File: src/rtl/cws_pkg.sv
// shared types, constants and helpers for the clip window stack unit
// no dependencies; imported by every module of the block

package cws_pkg;

    // register file defaults
    localparam int STACK_DEPTH_DEF = 4;
    localparam int QUEUE_DEPTH = 2;
    localparam logic [14:0] RESET_SCREEN_WIDTH = 15'd128;
    localparam logic [14:0] RESET_SCREEN_HEIGHT = 15'd64;

    // configuration register indexes
    localparam logic [1:0] REG_SHIFT_X = 2'd0;
    localparam logic [1:0] REG_SHIFT_Y = 2'd1;
    localparam logic [1:0] REG_SCREEN_WIDTH = 2'd2;
    localparam logic [1:0] REG_SCREEN_HEIGHT = 2'd3;

    // command codes
    typedef enum logic [2:0] {
        MODE_PIXEL = 3'd0,
        MODE_RECT  = 3'd1,
        MODE_SET   = 3'd2,
        MODE_RESET = 3'd3,
        MODE_PUSH  = 3'd4,
        MODE_POP   = 3'd5
    } mode_t;

    typedef struct packed {
        logic signed [15:0] shift_x;
        logic signed [15:0] shift_y;
        logic [14:0]        screen_width;
        logic [14:0]        screen_height;
    } cfg_t;

    // classified command between front and back
    // pixel: p0/p1 absolute point, flag on screen
    // rect: p0..p3 absolute edges, flag nonzero size
    // set, reset, push: p0..p3 clamped window
    typedef struct packed {
        mode_t              mode;
        logic               flag;
        logic signed [15:0] p0;
        logic signed [15:0] p1;
        logic signed [15:0] p2;
        logic signed [15:0] p3;
    } item_t;

    typedef struct packed {
        logic               accepted;
        logic signed [15:0] out_left;
        logic signed [15:0] out_top;
        logic signed [15:0] out_right;
        logic signed [15:0] out_bottom;
        logic [2:0]         stack_level;
    } result_t;

    // clamp a corner into 0..maxv, negative test first
    function automatic logic signed [15:0] clamp_coord(
        input logic signed [15:0] v,
        input logic signed [16:0] maxv
    );
        logic signed [15:0] r;
        if (v < 16'sd0)
        begin
            r = 16'sd0;
        end
        else if ($signed({v[15], v}) > maxv)
        begin
            r = maxv[15:0];
        end
        else
        begin
            r = v;
        end
        return r;
    endfunction

    function automatic logic signed [15:0] max16(
        input logic signed [15:0] a,
        input logic signed [15:0] b
    );
        return (a > b) ? a : b;
    endfunction

    function automatic logic signed [15:0] min16(
        input logic signed [15:0] a,
        input logic signed [15:0] b
    );
        return (a < b) ? a : b;
    endfunction

endpackage

File: src/rtl/cws_front.sv
// front end: applies offsets, clamps and orders window corners
// depends on cws_pkg; feeds cws_queue

module cws_front (
    input  logic              s_tvalid,
    input  logic [95:0]       s_tdata,
    input  logic [2:0]        s_tuser,
    input  cws_pkg::cfg_t     cfg,
    output logic              wr_valid,
    output cws_pkg::item_t    wr_item
);
    import cws_pkg::*;

    logic signed [15:0] a_x;
    logic signed [15:0] a_y;
    logic signed [15:0] b_x;
    logic signed [15:0] b_y;
    logic [15:0]        rect_width;
    logic [15:0]        rect_height;
    logic signed [15:0] abs_x;
    logic signed [15:0] abs_y;
    logic signed [15:0] end_x;
    logic signed [15:0] end_y;
    logic signed [16:0] max_x;
    logic signed [16:0] max_y;
    logic signed [15:0] ca_x;
    logic signed [15:0] ca_y;
    logic signed [15:0] cb_x;
    logic signed [15:0] cb_y;
    logic               on_screen;
    mode_t              mode;

    // beat unpacking
    assign a_x         = s_tdata[15:0];
    assign a_y         = s_tdata[31:16];
    assign b_x         = s_tdata[47:32];
    assign b_y         = s_tdata[63:48];
    assign rect_width  = s_tdata[79:64];
    assign rect_height = s_tdata[95:80];
    assign mode        = mode_t'(s_tuser);

    // offset with 16-bit wrap, far rectangle edges
    assign abs_x = a_x + cfg.shift_x;
    assign abs_y = a_y + cfg.shift_y;
    assign end_x = abs_x + $signed(rect_width) - 16'sd1;
    assign end_y = abs_y + $signed(rect_height) - 16'sd1;

    // screen bounds, may be -1 for a zero-sized screen
    assign max_x = $signed({2'b00, cfg.screen_width}) - 17'sd1;
    assign max_y = $signed({2'b00, cfg.screen_height}) - 17'sd1;

    assign ca_x = clamp_coord(a_x, max_x);
    assign ca_y = clamp_coord(a_y, max_y);
    assign cb_x = clamp_coord(b_x, max_x);
    assign cb_y = clamp_coord(b_y, max_y);

    assign on_screen = (abs_x >= 16'sd0) && (abs_y >= 16'sd0)
                       && ($signed({abs_x[15], abs_x}) < $signed({2'b00, cfg.screen_width}))
                       && ($signed({abs_y[15], abs_y}) < $signed({2'b00, cfg.screen_height}));

    // classify the command
    always_comb
    begin
        wr_valid     = s_tvalid;
        wr_item.mode = mode;
        wr_item.flag = 1'b0;
        wr_item.p0   = 16'sd0;
        wr_item.p1   = 16'sd0;
        wr_item.p2   = 16'sd0;
        wr_item.p3   = 16'sd0;
        case (mode)
            MODE_PIXEL:
            begin
                wr_item.flag = on_screen;
                wr_item.p0   = abs_x;
                wr_item.p1   = abs_y;
            end
            MODE_RECT:
            begin
                wr_item.flag = (rect_width != 16'd0) && (rect_height != 16'd0);
                wr_item.p0   = abs_x;
                wr_item.p1   = abs_y;
                wr_item.p2   = end_x;
                wr_item.p3   = end_y;
            end
            MODE_SET, MODE_PUSH:
            begin
                wr_item.p0 = min16(ca_x, cb_x);
                wr_item.p1 = min16(ca_y, cb_y);
                wr_item.p2 = max16(ca_x, cb_x);
                wr_item.p3 = max16(ca_y, cb_y);
            end
            MODE_RESET:
            begin
                wr_item.p2 = max_x[15:0];
                wr_item.p3 = max_y[15:0];
            end
            default:
            begin
                wr_item.flag = 1'b0;
            end
        endcase
    end

endmodule

File: src/rtl/cws_queue.sv
// short command queue between front and back
// depends on cws_pkg for the item type and depth

module cws_queue (
    input  logic              clk,
    input  logic              rst_n,
    input  logic              wr_valid,
    output logic              wr_ready,
    input  cws_pkg::item_t    wr_item,
    output logic              rd_valid,
    input  logic              rd_ready,
    output cws_pkg::item_t    rd_item
);
    import cws_pkg::*;

    localparam int PW = (QUEUE_DEPTH > 1) ? $clog2(QUEUE_DEPTH) : 1;
    localparam int CW = $clog2(QUEUE_DEPTH + 1);

    item_t          slot_reg [QUEUE_DEPTH];
    logic [PW-1:0]  wr_ptr_reg;
    logic [PW-1:0]  wr_ptr_next;
    logic [PW-1:0]  rd_ptr_reg;
    logic [PW-1:0]  rd_ptr_next;
    logic [CW-1:0]  count_reg;
    logic [CW-1:0]  count_next;
    logic           do_wr;
    logic           do_rd;

    assign wr_ready = (count_reg != CW'(QUEUE_DEPTH));
    assign rd_valid = (count_reg != '0);
    assign rd_item  = slot_reg[rd_ptr_reg];
    assign do_wr    = wr_valid && wr_ready;
    assign do_rd    = rd_valid && rd_ready;

    // pointer wrap at the queue depth
    always_comb
    begin
        wr_ptr_next = wr_ptr_reg;
        rd_ptr_next = rd_ptr_reg;
        count_next  = count_reg;
        if (do_wr)
        begin
            wr_ptr_next = (wr_ptr_reg == PW'(QUEUE_DEPTH - 1)) ? '0 : wr_ptr_reg + 1'b1;
        end
        if (do_rd)
        begin
            rd_ptr_next = (rd_ptr_reg == PW'(QUEUE_DEPTH - 1)) ? '0 : rd_ptr_reg + 1'b1;
        end
        if (do_wr && !do_rd)
        begin
            count_next = count_reg + 1'b1;
        end
        else if (do_rd && !do_wr)
        begin
            count_next = count_reg - 1'b1;
        end
    end

    always_ff @(posedge clk or negedge rst_n)
    begin
        if (!rst_n)
        begin
            wr_ptr_reg <= '0;
            rd_ptr_reg <= '0;
            count_reg  <= '0;
        end
        else
        begin
            wr_ptr_reg <= wr_ptr_next;
            rd_ptr_reg <= rd_ptr_next;
            count_reg  <= count_next;
        end
    end

    // slot storage
    always_ff @(posedge clk)
    begin
        if (do_wr)
        begin
            slot_reg[wr_ptr_reg] <= wr_item;
        end
    end

endmodule

File: src/rtl/cws_back.sv
// back end: clip window state, save stack and result register
// depends on cws_pkg; takes commands from cws_queue

module cws_back #(
    parameter int STACK_DEPTH = cws_pkg::STACK_DEPTH_DEF
) (
    input  logic              clk,
    input  logic              rst_n,
    input  logic              rd_valid,
    output logic              rd_ready,
    input  cws_pkg::item_t    rd_item,
    output logic              res_valid,
    input  logic              res_ready,
    output cws_pkg::result_t  res
);
    import cws_pkg::*;

    localparam int CW = $clog2(STACK_DEPTH + 1);
    localparam int IW = (STACK_DEPTH > 1) ? $clog2(STACK_DEPTH) : 1;

    typedef struct packed {
        logic signed [15:0] l;
        logic signed [15:0] t;
        logic signed [15:0] r;
        logic signed [15:0] b;
    } win_t;

    win_t           win_reg;
    win_t           win_next;
    win_t           stack_reg [STACK_DEPTH];
    win_t           saved_win;
    logic [CW-1:0]  count_reg;
    logic [CW-1:0]  count_next;
    logic [CW-1:0]  count_dec;
    logic           out_valid_reg;
    result_t        out_reg;
    result_t        out_next;
    logic           exec;
    logic           push_ok;
    logic           pop_ok;
    logic signed [15:0] il;
    logic signed [15:0] it;
    logic signed [15:0] ir;
    logic signed [15:0] ib;

    assign rd_ready  = !out_valid_reg || res_ready;
    assign exec      = rd_valid && rd_ready;
    assign res_valid = out_valid_reg;
    assign res       = out_reg;

    // stack access
    assign count_dec = count_reg - 1'b1;
    assign saved_win = stack_reg[count_dec[IW-1:0]];
    assign push_ok   = (rd_item.mode == MODE_PUSH) && (count_reg < CW'(STACK_DEPTH));
    assign pop_ok    = (rd_item.mode == MODE_POP) && (count_reg != '0);

    // rectangle intersection with the current window
    assign il = max16(rd_item.p0, win_reg.l);
    assign it = max16(rd_item.p1, win_reg.t);
    assign ir = min16(rd_item.p2, win_reg.r);
    assign ib = min16(rd_item.p3, win_reg.b);

    // command execution
    always_comb
    begin
        win_next   = win_reg;
        count_next = count_reg;
        out_next   = '0;
        case (rd_item.mode)
            MODE_PIXEL:
            begin
                out_next.accepted = rd_item.flag
                                    && (rd_item.p0 >= win_reg.l) && (rd_item.p0 <= win_reg.r)
                                    && (rd_item.p1 >= win_reg.t) && (rd_item.p1 <= win_reg.b);
                out_next.out_left = rd_item.p0;
                out_next.out_top  = rd_item.p1;
            end
            MODE_RECT:
            begin
                if (rd_item.flag && (ir >= il) && (ib >= it))
                begin
                    out_next.accepted   = 1'b1;
                    out_next.out_left   = il;
                    out_next.out_top    = it;
                    out_next.out_right  = ir;
                    out_next.out_bottom = ib;
                end
            end
            MODE_SET, MODE_RESET:
            begin
                win_next          = '{l: rd_item.p0, t: rd_item.p1,
                                      r: rd_item.p2, b: rd_item.p3};
                out_next.accepted = 1'b1;
            end
            MODE_PUSH:
            begin
                if (push_ok)
                begin
                    win_next          = '{l: il, t: it, r: ir, b: ib};
                    count_next        = count_reg + 1'b1;
                    out_next.accepted = 1'b1;
                end
            end
            MODE_POP:
            begin
                if (pop_ok)
                begin
                    win_next          = saved_win;
                    count_next        = count_dec;
                    out_next.accepted = 1'b1;
                end
            end
            default:
            begin
                out_next.accepted = 1'b0;
            end
        endcase
        // window commands report the window left in place
        if ((rd_item.mode != MODE_PIXEL) && (rd_item.mode != MODE_RECT))
        begin
            out_next.out_left   = win_next.l;
            out_next.out_top    = win_next.t;
            out_next.out_right  = win_next.r;
            out_next.out_bottom = win_next.b;
        end
        out_next.stack_level = 3'(count_next);
    end

    // window, depth and result valid
    always_ff @(posedge clk or negedge rst_n)
    begin
        if (!rst_n)
        begin
            win_reg.l     <= 16'sd0;
            win_reg.t     <= 16'sd0;
            win_reg.r     <= $signed({1'b0, RESET_SCREEN_WIDTH}) - 16'sd1;
            win_reg.b     <= $signed({1'b0, RESET_SCREEN_HEIGHT}) - 16'sd1;
            count_reg     <= '0;
            out_valid_reg <= 1'b0;
        end
        else
        begin
            if (exec)
            begin
                win_reg   <= win_next;
                count_reg <= count_next;
            end
            if (exec)
            begin
                out_valid_reg <= 1'b1;
            end
            else if (res_ready)
            begin
                out_valid_reg <= 1'b0;
            end
        end
    end

    // save stack and result payload
    always_ff @(posedge clk)
    begin
        if (exec && push_ok)
        begin
            stack_reg[count_reg[IW-1:0]] <= win_reg;
        end
        if (exec)
        begin
            out_reg <= out_next;
        end
    end

endmodule

File: src/rtl/clip_window_stack_unit_top.sv
// top level of the clip window stack unit: config registers and the
// front, queue and back parts; depends on cws_pkg, cws_front, cws_queue, cws_back
//
//  channel   group                  content
//  in        s_tvalid/s_tready      s_tuser: mode; s_tdata: corners and rect size
//  out       m_tvalid/m_tready      m_tuser: accepted; m_tdata: edges, stack level
//  config    cfg_wen/cfg_addr       cfg_wdata: offsets and screen size
//
// one command per cycle sustained while m_tready keeps the result register free;
// m_tvalid rises once the beat has passed the queue slot and the result register
// the back stage's registered window and stack update sets that rate
// the front accepts while the two-entry queue has room, so a stalled output
// fills the queue before s_tready drops
// reset gives an empty stack and the full 128 x 64 screen as window

module clip_window_stack_unit_top #(
    parameter int STACK_DEPTH = cws_pkg::STACK_DEPTH_DEF
) (
    input  logic         clk,
    input  logic         rst_n,
    input  logic         s_tvalid,
    output logic         s_tready,
    input  logic [95:0]  s_tdata,   // corner_a_x, corner_a_y, corner_b_x, corner_b_y,
                                    // rect_width, rect_height
    input  logic [2:0]   s_tuser,   // mode
    output logic         m_tvalid,
    input  logic         m_tready,
    output logic [71:0]  m_tdata,   // out_left, out_top, out_right, out_bottom,
                                    // stack_level, zero fill
    output logic [0:0]   m_tuser,   // accepted
    input  logic         cfg_wen,
    input  logic [1:0]   cfg_addr,
    input  logic [15:0]  cfg_wdata
);
    import cws_pkg::*;

    cfg_t     cfg_reg;
    item_t    wr_item;
    item_t    rd_item;
    result_t  res;
    logic     wr_valid;
    logic     rd_valid;
    logic     rd_ready;

    // configuration registers
    always_ff @(posedge clk or negedge rst_n)
    begin
        if (!rst_n)
        begin
            cfg_reg.shift_x       <= 16'sd0;
            cfg_reg.shift_y       <= 16'sd0;
            cfg_reg.screen_width  <= RESET_SCREEN_WIDTH;
            cfg_reg.screen_height <= RESET_SCREEN_HEIGHT;
        end
        else if (cfg_wen)
        begin
            case (cfg_addr)
                REG_SHIFT_X:       cfg_reg.shift_x       <= cfg_wdata;
                REG_SHIFT_Y:       cfg_reg.shift_y       <= cfg_wdata;
                REG_SCREEN_WIDTH:  cfg_reg.screen_width  <= cfg_wdata[14:0];
                REG_SCREEN_HEIGHT: cfg_reg.screen_height <= cfg_wdata[14:0];
                default:           cfg_reg <= cfg_reg;
            endcase
        end
    end

    cws_front u_front (
        .s_tvalid (s_tvalid),
        .s_tdata  (s_tdata),
        .s_tuser  (s_tuser),
        .cfg      (cfg_reg),
        .wr_valid (wr_valid),
        .wr_item  (wr_item)
    );

    cws_queue u_queue (
        .clk      (clk),
        .rst_n    (rst_n),
        .wr_valid (wr_valid),
        .wr_ready (s_tready),
        .wr_item  (wr_item),
        .rd_valid (rd_valid),
        .rd_ready (rd_ready),
        .rd_item  (rd_item)
    );

    cws_back #(
        .STACK_DEPTH (STACK_DEPTH)
    ) u_back (
        .clk       (clk),
        .rst_n     (rst_n),
        .rd_valid  (rd_valid),
        .rd_ready  (rd_ready),
        .rd_item   (rd_item),
        .res_valid (m_tvalid),
        .res_ready (m_tready),
        .res       (res)
    );

    // output beat packing
    assign m_tuser = res.accepted;
    assign m_tdata = {5'd0, res.stack_level, res.out_bottom, res.out_right,
                      res.out_top, res.out_left};

endmodule
File: config.mk
export PLATFORM = sky130hd
export DESIGN_NAME = clip_window_stack_unit_top
export DESIGN_NICKNAME = d
export VERILOG_FILES = /design/src/rtl/cws_pkg.sv /design/src/rtl/cws_front.sv /design/src/rtl/cws_queue.sv /design/src/rtl/cws_back.sv /design/src/rtl/clip_window_stack_unit_top.sv
export SDC_FILE = /design/constraint.sdc
export NUM_CORES = 2
export LEC_CHECK = 0
export BUFFER_PORTS_ARGS = -buffer_cell sky130_fd_sc_hd__buf_2
export CAP_MARGIN = 30
export CORE_MARGIN = 4
export CORE_UTILIZATION = 49
export DETAILED_ROUTE_END_ITERATION = 12
export PLACE_DENSITY = 0.66
export SYNTH_ARGS = -nofsm -noshare
export SYNTH_HDL_FRONTEND = slang
export SYNTH_SLANG_ARGS = --single-unit
File: constraint.sdc
create_clock -name clk -period 12.1 [get_ports clk]
set_input_delay 1.21 -clock clk [delete_from_list [all_inputs] [get_ports clk]]
set_output_delay 1.21 -clock clk [all_outputs]
set_load 0.02 [all_outputs]
==> Word-level counts from Yosys, hierarchy flattened <==
Memories as Yosys holds them, arrays and structs flattened.
Cells that the tools add are included.
{ "totals": {"inputBits": 122, "wordCells": 157, "reg_bits": 202, "mem_bits_rw": 392, "memories": 2, "output_inout_bits": 75} }
{ "mem_list": {"columns": ["name", "depth", "width", "rd", "rd_clocked_by_memory_dff", "write_ports", "line_no", "text"], "rows": [
  ["u_back.stack_reg", 4, 64, 1, 0, 1, "cws_back.sv:30", "win_t stack_reg [STACK_DEPTH];"],
  ["u_queue.slot_reg", 2, 68, 1, 0, 1, "cws_queue.sv:19", "item_t slot_reg [QUEUE_DEPTH];"]
]} }
{ "op_classes": {"eq_ne": 14, "n_addsub": 14, "n_mux": 42, "magnitude_cmp": 27, "n_reduce_logical": 39} }
{ "op_table": {"columns": ["operator", "n"], "rows": [
  ["$mux W16", 16],
  ["$mux W64", 3],
  ["$pmux W64 S3", 1],
  ["$gt A16 B16 Y1", 8],
  ["$pmux W32 S2", 2],
  ["$lt A16 B16 Y1", 6],
  ["$pmux W32 S3", 1],
  ["$mux W65", 1],
  ["$add A16 B16 Y16", 4],
  ["$ge A16 B16 Y1", 4],
  ["$lt A16 B1 Y1 const B", 4],
  ["$ge A16 B1 Y1 const B", 2],
  ["$le A16 B16 Y1", 2],
  ["$mux W32", 1],
  ["$reduce_bool A16 Y1", 2],
  ["$sub A15 B1 Y16 const B", 2],
  ["$sub A16 B2 Y16 const B", 2],
  ["$logic_and A1 B1 Y1", 18],
  ["$eq A3 B2 Y1 const B", 4],
  ["$mux W1", 10],
  ["$eq A3 B3 Y1 const B", 3],
  ["$reduce_and A2 Y1", 4],
  ["$eq A3 B1 Y1 const B", 2],
  ["$logic_not A3 Y1", 2],
  ["other kinds (21)", 32]
]} }

==> Depth between registers and ports, before layout <==
Gate-level depths: netlist (run 1).
An unclocked memory read counts as a cell.
{ "depth": {"word_depth": 9, "ltp_mapped": 30, "ltp_nobuf": 27} }

==> By module <==
Synthesis (run 1) repeated with hierarchy kept, for this count alone.
{ "unflattened": {"hier_cells": 3630, "area_unflattened_um2": 39098.7} }
{ "modules_own_cells": {"columns": ["mod", "instances", "area_each_um2", "seq_area_each_um2", "cells_each"], "rows": [
  ["cws_back", 1, 22168.8, 11447.2, 1885],
  ["cws_front", 1, 9404.0, 0.0, 1377],
  ["cws_queue", 1, 5143.7, 4184.0, 230],
  ["clip_window_stack_unit_top", 1, 2382.3, 1554.0, 138]
]} }

==> Least setup slack after synthesis (run 1) <==
No wires, ideal clock.
{ "synth_timing": {"path_type": "register to register", "startpoint": "register u_queue.rd_ptr_reg", "endpoint": "register u_back.out_reg (netlist bit u_back.res[42]) (data pin)", "t_arrival_ns": 6.722, "required_time_ns": 11.821, "n_path_buf": 9, "path_stages_with_launch": 30, "synth_period_minus_slack_ns": 7.001, "setup_ns": 0.279, "setup_slack_ns": 5.099, "cell_sequence": "dfrtp_1 buf_2 buf_1 buf_1 clkbuf_1 clkbuf_1 mux2_2 ha_1 a21o_1 a21o_1 a21o_1 a21o_1 a31oi_1 or3_1 clkbuf_1 clkbuf_1 a21oi_1 or2_2 ha_1 a21o_1 a21oi_1 nor2_1 a2111oi_0 o211ai_1 a21o_1 nand4_1 and2_1 clkbuf_1 clkbuf_1 o221ai_1"} }
{ "synth_lines": {"columns": ["element", "line_no", "text"], "rows": [
  ["from (decl)", "cws_queue.sv:22", "logic [PW-1:0] rd_ptr_reg;"],
  ["from (signal assigned)", "cws_queue.sv:70", "rd_ptr_reg <= rd_ptr_next;"],
  ["to (signal assigned)", "cws_back.sv:168", "out_reg <= out_next;"],
  ["to (decl)", "cws_back.sv:36", "result_t out_reg;"]
]} }

==> flow_summary.yaml, run 1 <==
placement:
  dp_hpwl_um: 82500
  io_buffers: 191
  globalplace.congestion: 0.968
  placed_cells: 4568
logic_synthesis:
  synth_area_um2: 37900
  yosysWarnings: 0
  ys_ff_latch: 594
  synth_flop_cell: "edfxtp_1"
  synth_edf_count: 460
  synth_top_area_cell: "edfxtp_1"
  ys_async_sr_fraction_pct: 22.6
  avgSynthCellArea_um2: 11.0
  syn_inst: 3454
  yosysSeqAreaShare_pct: 45.4
  netlist-cell-type-count: 86
  yosysTopAreaCellShare_pct: 36.5
  yosys-top-cells-area: "edfxtp_1 36%, ha_1 11%, dfrtp_1 7.9%, mux2_2 4.8%, mux4_2 3.8%"
final_layout:
  area_delta_synth_final_pct: 11.6
  final_layout_size_suffix_gt1_share_pct: 18.0
  largest_reg_flops: 256
  ff_latch_area_um2: 17200
  final_cell_mix: "460 x edfxtp_1, 337 x ha_1, 294 x inv_1, 247 x nor2_1, 207 x nand2_1"
  layout.nets: 4072
  layout_commonest_cell: "edfxtp_1"
  multiInputGateArea_um2: 19100
  nFillCells: 6671
  stdcell_count: 4693
sta:
  max_freq_mhz: 123
  worst_slew_pin_slew_ns: 1.03
  finalSetupTns_ns: 0
  drv_slew: 0
  fin_crit_ns: 8.15
  hold_viol: 0
  slew_headroom_pct: 31.0
  grt_setup_unrepaired: "no"
  skew_ns: 0.0333
  setup_viol: 0
  finalCritPeriodShare_pct: 67.4
floorplan:
  dieArea_um2: 81800
  die_h_um: 286
  start_util_pct: 49.6
  die_width_um: 286
  io_pins: 197
  num_rows: 101
  core_um2: 76300
power:
  p_clk_share_pct: 16.8
  p_comb_share_pct: 55.9
  internal_power_mw: 6.82
  p_sw_share_pct: 44.7
  seqPwrFrac_pct: 27.2
  totalPowerFinal_mw: 12.3
  power_density_nw_per_um2: 292
  power_switching_mw: 5.51
  peakVddDrop_uv: 149
  p_leak_nw: 17.4
grt:
  grt_max_degree: 79
  first_global_vias: 28300
  grt_overflow: 0
  grt_usage_pct: 27.3
  grt_pass1_wl_um: 173000
  antenna_found_initial: 3
clock_network:
  cts_buffers: 67
  clk_latency_ns: 0.63
  cts_hold_buffers: 0
  cts.root.buffer_cell: "clkbuf_16"
  cts_setup_buffers: 0
  cts_tree: "yes"
  htree_levels: 3
  clockBufferDepth: 3
  cts_sinks: 594
  clkTransAtPathRegs_ns: 0.06
  post_cts_resized: 0
route:
  wl_per_cell_um: 24.3
  remaining_drc_errors: 0
  antenna_left: 0
  firstDrtPassIters: 8
  routed_wl_um: 114000
  vias: 29400
  viasPerCell: 6.26
  drtIter0Drc: 3181
min_path:
  hold_start: "cfg_reg[14]"
  hp-class: "reg -> reg"
setup_path:
  cp.arrival_ns: 8.56
  reg2reg_from: "cfg_reg[0]"
  critPathRequiredTime_ns: 12.50
  critical_path.startpoint: "cfg_reg[0]"
  critPathKind: "reg -> reg"
  cp_max_fo: 18
  critPathLaunchType: "flop"
  crit_path_end_kind: "flop"
outcome:
  run_status: "complete, no violations"
run:
  drv_cap: 0
worst paths after layout:
| check | end | slack, ns | cells past startpoint |
|---|---|---|---|
| hold / removal | cfg_reg[14] | 0.51 | 1 |
| setup / recovery | u_queue.slot_reg[0][14] | 3.95 | 26 |
| setup reg to reg | u_queue.slot_reg[0][14] | 3.95 | 26 |
| hold reg to reg | cfg_reg[14] | 0.51 | 1 |
| min in group asynchronous | cfg_reg[52] | 0.57 | 1 |
| max in group asynchronous | u_queue.rd_ptr_reg | 9.74 | 3 |
cells in the mapped netlist (67+ instances only):
cell type  count
a21o_1        67
a21oi_1      161
clkbuf_1     119
dfrtp_1      119
edfxtp_1     460
ha_1         338
inv_1        295
mux2_2       161
nand2_1      207
nand3_1       94
nor2_1       249
nor3_1        73
o21ai_0      133
o221ai_1      74
power by group through the flow:
stage | logic [mW] | clock network, mW | registers (mW)
after floorplan | 4.65 | 0 | 3.36
after global placement | 6.64 | 0 | 3.39
after detailed placement | 6.72 | 0 | 3.40
after CTS | 6.80 | 2.11 | 3.36
after global routing | 7.54 | 2.21 | 3.42
final | 6.89 | 2.08 | 3.36
kinds of logic (layout without fill, tap and decap cells):
group | after synthesis | after routing | share of synthesized area, %
adder cells (fa/ha/maj) | 342 | 342 | 11.4
other | 1 | 6 | 0.00990
XOR/XNOR | 91 | 91 | 2.38
multiplexers | 273 | 273 | 9.86
AO/OA/AOI/OAI | 804 | 804 | 14.8
flip-flops | 594 | 594 | 45.4
buffers and inverters | 447 | 651 | 4.58
AND/OR/NAND/NOR | 902 | 902 | 11.6
critical path: stages (launching register included):
cell	delay, ns
dfrtp_1	0.46
inv_1	0.15
ha_1	0.23
or4b_1	0.57
nor3_2	0.29
and3_1	0.22
xnor2_1	0.18
inv_1	0.14
ha_1	0.30
nand4_1	0.11
nor2_1	0.19
nand2_1	0.10
nor2_1	0.11
nand3_1	0.55
and2_1	0.70
o21ai_0	0.46
nor2_1	0.08
ha_1	0.33
and4b_1	0.20
a2111oi_0	0.44
o21ai_0	0.16
a31oi_1	0.16
mux2_2	0.40
a21boi_0	0.29
a21boi_2	0.78
nand2_1	0.13
o2111ai_1	0.19
metrics by stage:
step	hold WS, ns	area, um2	util [%]	worst slack (ns)
6_report	0.512	42300	55.4	3.95
5_1_grt	0.529	42300	55.4	3.43
4_1_cts	0.514	42200	55.3	4.10
3_5_place_dp	0.500	40000	52.4	4.11
3_3_place_gp	0.491	39900	52.3	4.32
2_1_floorplan	0.461	37900	-	5.10
per-layer routing:
metal	vias to the layer above	routed length, um	global-route usage (%)	share of wire [%]
met5	-	29	0	0.025
met4	4	4680	10.3	4.1
met3	270	9230	3.96	8.1
met2	1397	51500	43.0	45
met1	14300	48800	38.5	43
li1	13400	-	-	-
area by class of cell:
cell class                 count  share of cell area (%)
antenna                        1                 0.00592
clock buffer                  86                    4.28
clock inverter                37                    1.05
inverter                     295                    2.63
multi-input combinational   2417                    45.2
sequential                   594                    40.7
tap                         1030                    3.05
timing repair buffer         233                    3.13
(Power assumes the default switching activity.)
==> run 2: changes to the inputs <==
--- a/config.mk
+++ b/config.mk
@@ -5,6 +5,7 @@
 export SDC_FILE = /design/constraint.sdc
 export NUM_CORES = 2
 export LEC_CHECK = 0
+export ABC_AREA = 1
 export BUFFER_PORTS_ARGS = -buffer_cell sky130_fd_sc_hd__buf_2
 export CAP_MARGIN = 30
 export CORE_MARGIN = 4
==> constraint.sdc (replaced) <==
create_clock -name clk -period 8.3 [get_ports clk]
set_input_delay 0.83 -clock clk [delete_from_list [all_inputs] [get_ports clk]]
set_output_delay 0.83 -clock clk [all_outputs]
set_load 0.02 [all_outputs]
==> flow_summary.yaml, run 2 <==
floorplan:
  die_h_um: 290
  io_pins: 197
  die_width_um: 290
  num_rows: 103
  start_util_pct: 49.5
  core_um2: 79000
  dieArea_um2: 84300
clock_network:
  htree_levels: 3
  clkTransAtPathRegs_ns: 0.07
  cts_buffers: 66
  cts_setup_buffers: 0
  cts.root.buffer_cell: "clkbuf_16"
  cts_tree: "yes"
  cts_sinks: 594
  clk_latency_ns: 0.64
  clockBufferDepth: 3
  post_cts_resized: 0
  cts_hold_buffers: 0
sta:
  grt_setup_unrepaired: "no"
  setup_viol: 0
  slew_headroom_pct: 30.7
  max_freq_mhz: 146
  drv_slew: 0
  finalSetupTns_ns: 0
  worst_slew_pin_slew_ns: 1.04
  skew_ns: 0.0381
  hold_viol: 0
  fin_crit_ns: 6.83
  setup_ws_ns: 1.47
  finalCritPeriodShare_pct: 82.3
final_layout:
  layout.nets: 5250
  fin_util_pct: 54.8
  layout_commonest_cell: "nand2_1"
  nFillCells: 7328
  final_layout_size_suffix_gt1_share_pct: 11.7
  final_cell_mix: "1,228 x nand2_1, 550 x inv_1, 460 x edfxtp_1, 381 x nand3_1, 337 x ha_1"
  largest_reg_flops: 256
  area_delta_synth_final_pct: 10.7
logic_synthesis:
  synth_edf_count: 460
  synth_common_cells: "1,228 x nand2_1, 553 x inv_1, 460 x edfxtp_1, 381 x nand3_1, 338 x ha_1"
  yosysSeqAreaShare_pct: 44.0
  avgSynthCellArea_um2: 8.39
  synth_flop_cell: "edfxtp_1"
  synth_area_um2: 39100
  yosysTopAreaCellShare_pct: 35.4
  synth_top_area_cell: "edfxtp_1"
  yosys.cell_count.top_type: "nand2_1"
  ys_async_sr_fraction_pct: 22.6
  netlist-cell-type-count: 63
  yosys-top-cells-area: "edfxtp_1 35%, nand2_1 12%, ha_1 11%, dfrtp_1 7.6%, inv_1 5.3%"
  yosysWarnings: 0
  syn_inst: 4656
  ys_ff_latch: 594
power:
  power_switching_mw: 9.40
  seqPwrFrac_pct: 25.6
  p_leak_nw: 20.0
  peakVddDrop_uv: 345
  internal_power_mw: 9.57
  p_clk_share_pct: 15.5
  power_density_nw_per_um2: 438
  p_sw_share_pct: 49.6
  p_comb_share_pct: 58.9
  totalPowerFinal_mw: 19.0
setup_path:
  cp.arrival_ns: 7.17
  critical_path.startpoint: "cfg_reg[0]"
  critPathRequiredTime_ns: 8.64
  crit_slowest_cell: "nand3_1"
  crit_path_end_kind: "flop"
  slowest_delay_ns: 0.51
  reg2reg_from: "cfg_reg[0]"
  cp_max_fo: 17
  critPathKind: "reg -> reg"
  crit_path_frequent_cell: "nand2_1"
  critPathLaunchType: "flop"
placement:
  pre_cts_slack_ns: 1.62
  globalplace.congestion: 0.990
  io_buffers: 191
  dp_hpwl_um: 90000
route:
  viasPerCell: 5.72
  antenna_left: 0
  drtIter0Drc: 3452
  vias: 33700
  remaining_drc_errors: 0
  firstDrtPassIters: 5
  routed_wl_um: 123000
  wl_per_cell_um: 20.8
outcome:
  run_status: "complete, no violations"
grt:
  grt_usage_pct: 28.2
  grt_overflow: 0
  grt_max_degree: 83
  first_global_vias: 31100
  antenna_found_initial: 5
  grt_pass1_wl_um: 186000
run:
  drv_cap: 0
min_path:
  hp-class: "in -> async"
[run 2: kinds of logic after synthesis]
kind of cell	Yosys count	share of synthesized area (%)
AO/OA/AOI/OAI	833	12.5
XOR/XNOR	43	0.964
adder cells (fa/ha/maj)	342	11.0
buffers and inverters	767	7.66
flip-flops	594	44.0
multiplexers	3	0.0769
other	1	0.00960
AND/OR/NAND/NOR	2073	23.8
[run 2: final timing paths]
kind                                           to  slack, ns  depth (start not counted)
min in group clk                 u_back.res_valid       0.40                          2
min                                   cfg_reg[55]       0.29                          1
min reg2reg                  u_queue.count_reg[0]       0.47                          1
max                        u_queue.slot_reg[1][8]       1.47                         34
max reg2reg                u_queue.slot_reg[1][8]       1.47                         34
max in group asynchronous     u_back.count_reg[0]       6.41                          2
[run 2: power groups by stage]
stage / clock network [mW] / logic [mW] / registers [mW]
after CTS: 2.98 / 11.0 / 4.86
after detailed placement: 0 / 10.9 / 4.92
final: 2.94 / 11.2 / 4.86
after global routing: 3.12 / 12.4 / 4.94
after global placement: 0 / 10.7 / 4.91
after floorplan: 0 / 7.51 / 4.92
[run 2: layer usage]
metal,up-vias,routed length [um],track usage (%)
li1,16200,-,-
met1,15800,53400,40.4
met2,1470,54600,43.5
met3,200,10700,5.26
met4,6,3930,8.85
met5,-,35,0
[run 2: critical path: cells and delay by family, from the launching register on]
kind,cells,cell delay [ns]
AOI/OAI and AO/OA,4,0.76
xor gates and xnor gates,1,0.16
adders and majority gates,3,0.78
buffers and inverters,6,0.98
DFF,1,0.46
and+or+nand+nor,20,3.41
[run 2: cell type report]
class | instances | area, um2 | share of cell area, %
tap | 1050 | 1310 | 3.04
antenna | 1 | 2.50 | 0.00578
timing repair buffer | 248 | 1430 | 3.29
inverter | 577 | 2170 | 5.02
multi-input combinational | 3299 | 19000 | 43.9
sequential | 594 | 17200 | 39.7
clock buffer | 86 | 1800 | 4.16
clock inverter | 36 | 372 | 0.859
[run 2: stage by stage]
step	std cells	hold slack, ns	cell area, um2
floorplan	4660	0.446	39100
global placement	5764	0.462	41000
detailed placement	5766	0.463	41100
CTS	5888	0.307	43200
global route	5891	0.346	43300
finish	5891	0.286	43300
